==> config.mk <==
export PLATFORM = sky130hd
export DESIGN_NAME = clock_date_time_setting_fsm_unit
export DESIGN_NICKNAME = d
export VERILOG_FILES = /design/src/rtl/core/cdts_pkg.sv /design/src/rtl/core/cdts_in_stage.sv /design/src/rtl/core/cdts_core.sv /design/src/rtl/core/clock_date_time_setting_fsm_unit.sv
export SDC_FILE = /design/constraint.sdc
export NUM_CORES = 1
export LEC_CHECK = 0
export ABC_CLOCK_PERIOD_IN_PS = 3900
export BUFFER_PORTS_ARGS = -buffer_cell sky130_fd_sc_hd__buf_4
export CORE_MARGIN = 5
export CORE_UTILIZATION = 55
export DETAILED_ROUTE_END_ITERATION = 8
export GPL_TIMING_DRIVEN = 0
export PLACE_DENSITY = 0.76
export SYNTH_ARGS = -nofsm -noshare
export SYNTH_HDL_FRONTEND = slang
export SYNTH_SLANG_ARGS = --single-unit
==> constraint.sdc <==
create_clock -name clk -period 3.9 [get_ports clk]
set_input_delay 0.78 -clock clk [delete_from_list [all_inputs] [get_ports clk]]
set_output_delay 0.78 -clock clk [all_outputs]
set_load 0.01 [all_outputs]
==> src/rtl/core/cdts_pkg.sv <==
// ----------------------------------------------------------------------------
// cdts_pkg
// Shared types, codes and helpers for the clock date/time setting unit.
// ----------------------------------------------------------------------------
package cdts_pkg;

	localparam logic [3:0] KEY_A = 4'd0;
	localparam logic [3:0] KEY_B = 4'd1;
	localparam logic [3:0] KEY_C = 4'd2;
	localparam logic [3:0] KEY_D = 4'd3;

	localparam logic [7:0] BLINK_RESET = 8'd10;
	localparam logic [3:0] MONTH_TOP   = 4'd12;
	localparam logic [4:0] HOUR_TOP    = 5'd23;
	localparam logic [5:0] MINSEC_TOP  = 6'd59;

	typedef enum logic [2:0] {
		MODE_SHOW  = 3'd0,
		MODE_YEAR  = 3'd1,
		MODE_MONTH = 3'd2,
		MODE_DAY   = 3'd3,
		MODE_HOUR  = 3'd4,
		MODE_MIN   = 3'd5,
		MODE_SEC   = 3'd6
	} mode_t;

	typedef struct packed {
		logic       key_valid;
		logic [3:0] key_code;
		logic [5:0] now_sec;
		logic [5:0] now_min;
		logic [4:0] now_hour;
		logic [4:0] now_day;
		logic [3:0] now_month;
		logic [7:0] now_year;
	} item_t;

	typedef struct packed {
		logic [2:0] mode;
		logic       blink_on;
		logic [5:0] edit_sec;
		logic [5:0] edit_min;
		logic [4:0] edit_hour;
		logic [4:0] edit_day;
		logic [3:0] edit_month;
		logic [7:0] edit_year;
		logic       commit;
	} result_t;

	function automatic logic [4:0] month_len(input logic [3:0] month, input logic [7:0] year);
		logic [4:0] len;
		begin
			len = 5'd31;
			if (month == 4'd2) begin
				len = (year[1:0] == 2'd0) ? 5'd29 : 5'd28;
			end else if (month == 4'd4 || month == 4'd6 || month == 4'd9 || month == 4'd11) begin
				len = 5'd30;
			end
			return len;
		end
	endfunction

endpackage

==> src/rtl/core/cdts_in_stage.sv <==
// ----------------------------------------------------------------------------
// cdts_in_stage
// Input register: captures one tick word and holds it until the core takes it.
// ----------------------------------------------------------------------------
module cdts_in_stage (
	input  logic           clk,
	input  logic           arst_n,
	input  logic           in_valid,
	output logic           in_stall,
	input  cdts_pkg::item_t item,
	input  logic           take,
	output logic           valid_s1,
	output cdts_pkg::item_t item_s1
);

	logic accept;

	assign in_stall = valid_s1 && !take;
	assign accept   = in_valid && !in_stall;

	always_ff @(posedge clk or negedge arst_n) begin
		if (!arst_n) begin
			valid_s1 <= 1'b0;
		end else if (accept) begin
			valid_s1 <= 1'b1;
		end else if (take) begin
			valid_s1 <= 1'b0;
		end
	end

	always_ff @(posedge clk) begin
		if (accept) begin
			item_s1 <= item;
		end
	end

endmodule

==> src/rtl/core/cdts_core.sv <==
// ----------------------------------------------------------------------------
// cdts_core
// Setting state machine, edit registers, blink timer and result register.
// ----------------------------------------------------------------------------
module cdts_core (
	input  logic             clk,
	input  logic             arst_n,
	input  logic             cfg_we,
	input  logic [7:0]       cfg_data,
	input  logic             valid_s1,
	input  cdts_pkg::item_t  item_s1,
	output logic             take,
	output logic             out_valid,
	input  logic             out_stall,
	output cdts_pkg::result_t res_q
);

	cdts_pkg::mode_t mode_q, mode_d;
	logic [7:0] period_q;
	logic [7:0] blink_cnt_q, blink_cnt_d, blink_dec;
	logic       blink_flag_q, blink_flag_d;
	logic [5:0] sec_q, sec_d;
	logic [5:0] min_q, min_d;
	logic [4:0] hour_q, hour_d;
	logic [4:0] day_q, day_d;
	logic [3:0] month_q, month_d;
	logic [7:0] year_q, year_d;
	logic       commit_d;
	logic       key_ok;
	logic       up;
	logic [4:0] len;
	logic       out_valid_q;

	assign out_valid = out_valid_q;
	assign take      = valid_s1 && (!out_valid_q || !out_stall);
	assign key_ok    = item_s1.key_valid && (item_s1.key_code <= cdts_pkg::KEY_D);
	assign up        = (item_s1.key_code == cdts_pkg::KEY_B);
	assign len       = cdts_pkg::month_len(month_q, year_q);
	assign blink_dec = blink_cnt_q - 8'd1;

	// next mode
	always_comb begin
		mode_d = mode_q;
		if (key_ok) begin
			if (mode_q == cdts_pkg::MODE_SHOW) begin
				if (item_s1.key_code == cdts_pkg::KEY_A) begin
					mode_d = cdts_pkg::MODE_YEAR;
				end
			end else if (item_s1.key_code == cdts_pkg::KEY_D) begin
				mode_d = cdts_pkg::MODE_SHOW;
			end else if (item_s1.key_code == cdts_pkg::KEY_A) begin
				case (mode_q)
					cdts_pkg::MODE_YEAR:  mode_d = cdts_pkg::MODE_MONTH;
					cdts_pkg::MODE_MONTH: mode_d = cdts_pkg::MODE_DAY;
					cdts_pkg::MODE_DAY:   mode_d = cdts_pkg::MODE_HOUR;
					cdts_pkg::MODE_HOUR:  mode_d = cdts_pkg::MODE_MIN;
					cdts_pkg::MODE_MIN:   mode_d = cdts_pkg::MODE_SEC;
					default:              mode_d = cdts_pkg::MODE_SHOW;
				endcase
			end
		end
	end

	// blink timer
	always_comb begin
		blink_cnt_d  = blink_cnt_q;
		blink_flag_d = blink_flag_q;
		if (mode_q == cdts_pkg::MODE_SHOW) begin
			blink_cnt_d = period_q;
		end else if (blink_dec == 8'd0) begin
			blink_flag_d = !blink_flag_q;
			blink_cnt_d  = period_q;
		end else begin
			blink_cnt_d = blink_dec;
		end
	end

	// edit fields and commit
	always_comb begin
		sec_d    = sec_q;
		min_d    = min_q;
		hour_d   = hour_q;
		day_d    = day_q;
		month_d  = month_q;
		year_d   = year_q;
		commit_d = 1'b0;
		if (key_ok) begin
			if (mode_q == cdts_pkg::MODE_SHOW) begin
				if (item_s1.key_code == cdts_pkg::KEY_A) begin
					year_d = item_s1.now_year;
				end
			end else if (item_s1.key_code == cdts_pkg::KEY_A) begin
				case (mode_q)
					cdts_pkg::MODE_YEAR:  month_d = item_s1.now_month;
					cdts_pkg::MODE_MONTH: day_d = (item_s1.now_day > len) ? len : item_s1.now_day;
					cdts_pkg::MODE_DAY:   hour_d = item_s1.now_hour;
					cdts_pkg::MODE_HOUR:  min_d = item_s1.now_min;
					cdts_pkg::MODE_MIN:   sec_d = item_s1.now_sec;
					default:              commit_d = 1'b1;
				endcase
			end else if (item_s1.key_code != cdts_pkg::KEY_D) begin
				case (mode_q)
					cdts_pkg::MODE_YEAR: begin
						year_d = up ? year_q + 8'd1 : year_q - 8'd1;
					end
					cdts_pkg::MODE_MONTH: begin
						if (up) begin
							month_d = (month_q >= cdts_pkg::MONTH_TOP) ? 4'd1 : month_q + 4'd1;
						end else begin
							month_d = (month_q <= 4'd1) ? cdts_pkg::MONTH_TOP : month_q - 4'd1;
						end
					end
					cdts_pkg::MODE_DAY: begin
						if (up) begin
							day_d = (day_q >= len) ? 5'd1 : day_q + 5'd1;
						end else begin
							day_d = (day_q <= 5'd1) ? len : day_q - 5'd1;
						end
					end
					cdts_pkg::MODE_HOUR: begin
						if (up) begin
							hour_d = (hour_q >= cdts_pkg::HOUR_TOP) ? 5'd0 : hour_q + 5'd1;
						end else begin
							hour_d = (hour_q == 5'd0) ? cdts_pkg::HOUR_TOP : hour_q - 5'd1;
						end
					end
					cdts_pkg::MODE_MIN: begin
						if (up) begin
							min_d = (min_q >= cdts_pkg::MINSEC_TOP) ? 6'd0 : min_q + 6'd1;
						end else begin
							min_d = (min_q == 6'd0) ? cdts_pkg::MINSEC_TOP : min_q - 6'd1;
						end
					end
					default: begin
						if (up) begin
							sec_d = (sec_q >= cdts_pkg::MINSEC_TOP) ? 6'd0 : sec_q + 6'd1;
						end else begin
							sec_d = (sec_q == 6'd0) ? cdts_pkg::MINSEC_TOP : sec_q - 6'd1;
						end
					end
				endcase
			end
		end
	end

	always_ff @(posedge clk or negedge arst_n) begin
		if (!arst_n) begin
			period_q <= cdts_pkg::BLINK_RESET;
		end else if (cfg_we) begin
			period_q <= (cfg_data == 8'd0) ? 8'd1 : cfg_data;
		end
	end

	always_ff @(posedge clk or negedge arst_n) begin
		if (!arst_n) begin
			mode_q       <= cdts_pkg::MODE_SHOW;
			blink_cnt_q  <= cdts_pkg::BLINK_RESET;
			blink_flag_q <= 1'b0;
			sec_q        <= 6'd0;
			min_q        <= 6'd0;
			hour_q       <= 5'd0;
			day_q        <= 5'd0;
			month_q      <= 4'd0;
			year_q       <= 8'd0;
		end else if (take) begin
			mode_q       <= mode_d;
			blink_cnt_q  <= blink_cnt_d;
			blink_flag_q <= blink_flag_d;
			sec_q        <= sec_d;
			min_q        <= min_d;
			hour_q       <= hour_d;
			day_q        <= day_d;
			month_q      <= month_d;
			year_q       <= year_d;
		end
	end

	always_ff @(posedge clk or negedge arst_n) begin
		if (!arst_n) begin
			out_valid_q <= 1'b0;
		end else if (take) begin
			out_valid_q <= 1'b1;
		end else if (!out_stall) begin
			out_valid_q <= 1'b0;
		end
	end

	always_ff @(posedge clk) begin
		if (take) begin
			res_q.mode       <= mode_d;
			res_q.blink_on   <= blink_flag_d;
			res_q.edit_sec   <= sec_d;
			res_q.edit_min   <= min_d;
			res_q.edit_hour  <= hour_d;
			res_q.edit_day   <= day_d;
			res_q.edit_month <= month_d;
			res_q.edit_year  <= year_d;
			res_q.commit     <= commit_d;
		end
	end

endmodule

==> src/rtl/core/clock_date_time_setting_fsm_unit.sv <==
// ----------------------------------------------------------------------------
// clock_date_time_setting_fsm_unit
// Date/time setting state machine for a digital clock, one word per tick.
// ----------------------------------------------------------------------------
// Each input word is one polling tick with an optional key and the running
// clock's date and time; each produces exactly one result word with the edit
// mode, blink flag, edited fields and a commit strobe. The unit takes one
// word per cycle while in_stall is low. An accepted word waits in the input
// register; when the core takes it, the state update is done in a single pass
// into the result register and raises out_valid. A result held by out_stall
// holds the input register, which then raises in_stall until the result is
// taken. blink_period may be written only while no word is in flight.
module clock_date_time_setting_fsm_unit (
	input  logic       clk,
	input  logic       arst_n,
	input  logic       cfg_we,
	input  logic [7:0] cfg_data,
	input  logic       in_valid,
	output logic       in_stall,
	input  logic       key_valid,
	input  logic [3:0] key_code,
	input  logic [5:0] now_sec,
	input  logic [5:0] now_min,
	input  logic [4:0] now_hour,
	input  logic [4:0] now_day,
	input  logic [3:0] now_month,
	input  logic [7:0] now_year,
	output logic       out_valid,
	input  logic       out_stall,
	output logic [2:0] mode,
	output logic       blink_on,
	output logic [5:0] edit_sec,
	output logic [5:0] edit_min,
	output logic [4:0] edit_hour,
	output logic [4:0] edit_day,
	output logic [3:0] edit_month,
	output logic [7:0] edit_year,
	output logic       commit
);

	cdts_pkg::item_t   item;
	cdts_pkg::item_t   item_s1;
	cdts_pkg::result_t res;
	logic              valid_s1;
	logic              take;

	assign item.key_valid = key_valid;
	assign item.key_code  = key_code;
	assign item.now_sec   = now_sec;
	assign item.now_min   = now_min;
	assign item.now_hour  = now_hour;
	assign item.now_day   = now_day;
	assign item.now_month = now_month;
	assign item.now_year  = now_year;

	cdts_in_stage u_in (
		.clk      (clk),
		.arst_n   (arst_n),
		.in_valid (in_valid),
		.in_stall (in_stall),
		.item     (item),
		.take     (take),
		.valid_s1 (valid_s1),
		.item_s1  (item_s1)
	);

	cdts_core u_core (
		.clk       (clk),
		.arst_n    (arst_n),
		.cfg_we    (cfg_we),
		.cfg_data  (cfg_data),
		.valid_s1  (valid_s1),
		.item_s1   (item_s1),
		.take      (take),
		.out_valid (out_valid),
		.out_stall (out_stall),
		.res_q     (res)
	);

	assign mode       = res.mode;
	assign blink_on   = res.blink_on;
	assign edit_sec   = res.edit_sec;
	assign edit_min   = res.edit_min;
	assign edit_hour  = res.edit_hour;
	assign edit_day   = res.edit_day;
	assign edit_month = res.edit_month;
	assign edit_year  = res.edit_year;
	assign commit     = res.commit;

endmodule
# Yosys cells after proc, flatten, opt, wreduce, memory -nomap -nowiden
# Index checks and enable logic that the tools add are counted.
# word_totals
reg_bits,134
latchBits,0
ramBits,0
mem_bits_ro,0
output_inout_bits,41
word_cells,163
n_memories,0
# op_classes
n_addsub,13
mul,0
div_mod_pow,0
magnitude_cmp,9
eq_ne,14
shift,0
mux,72
n_bitwise,2
reduce_logical,24
# ops
cell,n
$mux 6,18
$mux 5,20
$mux 8,10
$mux 4,9
$logic_not 8->1,2
$sub 8x1->8 const B,2
$mux 3,5
$pmux 3 s5,1
$add 6x1->6 const B,2
$ge 6x6->1 const B,2
$logic_not 6->1,2
$sub 6x1->6 const B,2
$add 5x1->5 const B,2
$sub 5x1->5 const B,2
$mux 1,9
$add 8x1->8 const B,1
$eq 4x2->1 const B,2
$eq 4x3->1 const B,2
$eq 4x4->1 const B,2
$eq 3x2->1 const B,2
$eq 3x3->1 const B,2
$ge 5x5->1,1
$ge 5x5->1 const B,1
$gt 5x5->1,1
other kinds (21),32

# Logic depth before layout (Yosys ltp)
# logic_depth
word_depth,14
mapped_depth,11

# Modules after synthesis
# A second synthesis with hierarchy kept.
# unflattened
cells_unflattened,859
area_unflattened_um2,8022.7
# modules_own_cells
mod,n_inst,cells_per_inst,area_each_um2
cdts_core,1,815,6794.0
cdts_in_stage,1,44,1228.7

# Least setup slack after synthesis
# OpenSTA, ideal clock, no wires.
# synth_timing
path_type,register to register
start,"reg, netlist name u_in.item_s1[37]"
end,"reg, netlist name u_core.res_q[8]"
setup_ns,0.135
arrival_time_ns,2.886
required_time_ns,3.765
setup_slack_ns,0.880
stages_incl_launch_ff,11
path_buffers,2
period_less_slack_ns,3.020
cell_sequence,edfxtp_1 -> nor4b_4 -> inv_1 -> clkbuf_1 -> buf_2 -> ha_1 -> a211oi_1 -> o21ai_0 -> and4_4 -> or4b_1 -> nand3_1
# synth_via
elab_chain_len,7
elab_cells_between_ends,12
classes_between,1 x order compare; 2 x eq/ne; 7 x mux; 2 x reduce/logical
# synth_rtl
element,line_no,source
$eq 4x1->1,cdts_core.sv:37,assign up = (item_s1.key_code == cdts_pkg::KEY_B);
$mux 8,cdts_core.sv:104,year_d = up ? year_q + 8'd1 : year_q - 8'd1;
$mux 8,cdts_core.sv:102,case (mode_q)
$mux 8,cdts_core.sv:101,end else if (item_s1.key_code != cdts_pkg::KEY_D) begin
$mux 8,cdts_core.sv:92,end else if (item_s1.key_code == cdts_pkg::KEY_A) begin
$mux 8,cdts_core.sv:88,if (mode_q == cdts_pkg::MODE_SHOW) begin
$mux 8 (*),cdts_core.sv:87,if (key_ok) begin
via u_core.year_d[7],cdts_core.sv:27,"logic [7:0] year_q, year_d;"
# Mark *: on every way through the listed nets, which the timed path passes. The rest lies on a longest branch.
# A chain may end at the register's enable or synchronous reset.

# Worst setup path in the final report
# layout_timing
start,"reg, netlist name u_in.item_s1[36]"
end,"reg, netlist name u_core.res_q[8]"
# layout_via
elab_chain_len,7
elab_cells_between_ends,12
classes_between,1 x order compare; 2 x eq/ne; 7 x mux; 2 x reduce/logical
# layout_rtl
element,line_no
$eq 4x1->1,cdts_core.sv:37
$mux 8,cdts_core.sv:104
$mux 8,cdts_core.sv:102
$mux 8,cdts_core.sv:101
$mux 8,cdts_core.sv:92
$mux 8,cdts_core.sv:88
$mux 8 (*),cdts_core.sv:87
via u_core.year_d[7],cdts_core.sv:27
# Marked as above.

==> impl_metrics.csv <==
group,metric,value,unit
detailed_routing,first_pass_iters,6,
worst_setup_path,slowest_stage,"edfxtp_1",
placement,place_ws,177.0,ps
floorplanning,ios,93,
global_routing,grt_overflow,0,
detailed_routing,vias,7410,
timing,final.setup.worst_slack,301.6,ps
worst_setup_path,cp-end-kind,"flop",
layout,fin_nets,1022,
cts,holdBufCountCts,0,
synthesis,synth.area.top_cells,"edfxtp_1 29%, dfrtp_1 16%, ha_1 4.2%, o21ai_0 4.0%, nor2_1 3.1%",
timing,skew,7.354,ps
detailed_routing,drc,0,
status,outcome,"complete, no violations",
floorplanning,die_y,131.1,µm
worst_setup_path,crit_type,"flop to flop",
timing,slew_violations,0,
floorplanning,die_area,17190,µm²
synthesis,async_reset_ff_share,41.79,%
worst_setup_path,critPathTopFamily,"simple AND/OR/NAND/NOR gates",
detailed_routing,vias_per_cell,6.506,
synthesis,synth_top_area_share,29.03,%
placement,io_buffer_count,91,
timing,setup_viol,0,
timing,hold_viol,0,
worst_setup_path,crit_fanout,16,
synthesis,ys_seq_elements,134,
floorplanning,die_w,131.1,µm
layout,syn2layout_area_growth,20.08,%
cts,cts_tree,"built",
synthesis,synth_area,8069,µm²
synthesis,synthCells,829,
worst_setup_path,worstPathCellList,"nor4b_4 > inv_1 > clkbuf_4 > ha_1 > a211oi_1 > o21ai_0 > and4_4 > or4b_1 > nand3_1",
cts,htree_levels,4,
run,drv_cap,0,
synthesis,syn_area_per_cell,9.733,µm²
pwr,power,4891,µW
worst_setup_path,rrSetupSlack,300,ps
detailed_routing,drt_iter0_drc,1023,
global_routing,antenna_found_initial,0,
floorplanning,start_util,55.73,%
pwr,ir_worst_vdd,0.3883,mV
placement,gp_congestion,0.9588,
layout,drive_gt1_share,19.79,%
timing,fmax,277.9,MHz
synthesis,synth.most_common_cell,"edfxtp_1",
synthesis,synth_ff_type,"edfxtp_1",
layout,diodes,0,
global_routing,grt_usage,27.05,%
cts,clk_path_buf_depth,2,
worst_hold_path,min_path_type,"input port to async pin",
synthesis,synth_top_cell_by_area,"edfxtp_1",
global_routing,grt_max_degree,57,
pwr,leakagePower,0.003713,µW
synthesis,synth_edf_count,78,
timing,worst_pin_slew,974.0,ps
cts,cts_made_buffers,17,
pwr,powerDensity,504.8,nW/µm²
cts,clkLatencyLatePin,430,ps
timing,maxSlewHeadroom,34.92,%
layout,layout.cells.non_filler,1139,
floorplanning,placeableCoreArea,14480,µm²
worst_setup_path,arrival,3880,ps
worst_setup_path,required,4190,ps
detailed_routing,wl_per_cell,20.78,µm
worst_setup_path,critPathMaxStageDelay,530,ps
cts,clockRootBuffer,"clkbuf_16",
layout,fin_area,9689,µm²
global_routing,grt_pass1_wl,37580,µm
placement,dp_cells,1106,
placement,dpl.hpwl,16490,µm
global_routing,grt_pass1_vias,7007,
timing,min_period,3598,ps
synthesis,synth_cell_types,85,
worst_setup_path,worstSetupStartpointType,"flop",
synthesis,netlist_top_cells_count,"78 x edfxtp_1, 67 x nor2_1, 66 x nand2_1",
detailed_routing,ant_nets,0,
detailed_routing,finalWirelength,23670,µm
timing,rsz0062_at_grt,"false",
worst_setup_path,critPathBufInv,2,
cts,clk_pin_slew,60,ps
placement,dpl_cell_area,9032,µm²
cts,cts_sinks,134,
timing,setup_tns,0,ps
timing,finalCritPeriodShare,92.27,%
synthesis,yosysSeqAreaShare,46.46,%
synthesis,syn_nets,909,
synthesis,ys_warn_count,0,
floorplanning,rows,44,
## worst register-to-register path: cells and delay by family, from the launching register on
kind / cells / cell delay, ps
compound gates: 2 / 470
flops: 1 / 530
fa+ha+maj: 1 / 350
simple gates: 4 / 1350
buf+inv: 2 / 760
## cells by family after synthesis
family                   count (synthesis)  share of synthesized area, %
AND/OR/NAND/NOR                        281                         18.31
buffers and inverters                   84                         4.171
AO/OA/AOI/OAI                          266                         21.96
multiplexers                            23                         3.241
flip-flops                             134                         46.46
adder cells (fa/ha/maj)                 29                         4.559
XOR/XNOR                                12                         1.303
## through the flow
stage	utilization (%)	hold slack [ps]
floorplan	-	440.7
finish	66.92	445.8
detailed placement	62.38	473.8
global placement	62.04	458.9
CTS	66.83	466.6
global route	66.92	501.6
## layout make-up
type	count	area (µm²)
Inverter	27	101.3
Clock inverter	8	65.06
Buffer	56	235.2
Clock buffer	24	578.1
Timing Repair Buffer	95	745.7
Multi-Input combinational cell	611	3985
Fill cell	1182	4790
Sequential cell	134	3749
Tap cell	184	230.2
## routing by layer
metal	GRT usage [%]	up-vias	share of wire (%)
met1	36.80	3547	40
met4	10.05	0	2.8
met5	0	-	0
met2	42.04	419	47
met3	6.843	54	9.8
li1	-	3390	-
## cells in the final DEF (no fill, tap or decap), types with 26 or more instances in the layout
cell type  count
nor3_1        29
buf_4         95
nand2_1       66
a21oi_1       50
dfrtp_1       52
nand3_1       33
nor2_1        67
clkbuf_1      40
ha_1          27
edfxtp_1      78
o21ai_0       64
inv_1         26
## timing repair
| action | CTS | global route |
|---|---|---|
| endpoints found under the hold margin | 0 | 0 |
| resized for setup | 0 | 1 |
| endpoints found under the setup margin | 0 | 1 |
| buffers inserted | 0 | 2 |
## worst paths after layout
check,startpoint,endpoint,cells after the start
max,u_in.item_s1[36]$_DFFE_PP_,u_core.res_q[8]$_DFFE_PP_,9
max in group asynchronous,arst_n,u_core.blink_cnt_q[2]$_DFFE_PN0P_,1
min reg2reg,u_in.valid_s1$_DFFE_PN0P_,u_core.out_valid$_DFFE_PN0P_,1
min in group clk,u_in.valid_s1$_DFFE_PN0P_,u_core.out_valid$_DFFE_PN0P_,1
min,arst_n,u_core.day_q[2]$_DFFE_PN0P_,1
max reg2reg,u_in.item_s1[36]$_DFFE_PP_,u_core.res_q[8]$_DFFE_PP_,9
## registers in the layout (all words and copies together), names as in the netlist
name,cells
u_core.res_q,39
u_in.item_s1,39
u_core.blink_cnt_q,8
u_core.period_q,8
u_core.year_q,8
u_core.min_q,6
u_core.sec_q,6
u_core.day_q,5
u_core.hour_q,5
u_core.month_q,4
u_core.mode_q,3
u_core.blink_flag_q,1
u_core.out_valid,1
u_in.valid_s1,1
## report_power, final
| part | total, µW | switching, µW | internal, µW |
|---|---|---|---|
| Combinational | 1320 | 776 | 544 |
| Clock | 1690 | 638 | 1050 |
| Sequential | 1890 | 164 | 1720 |
Power figures use the tool's default switching activity.
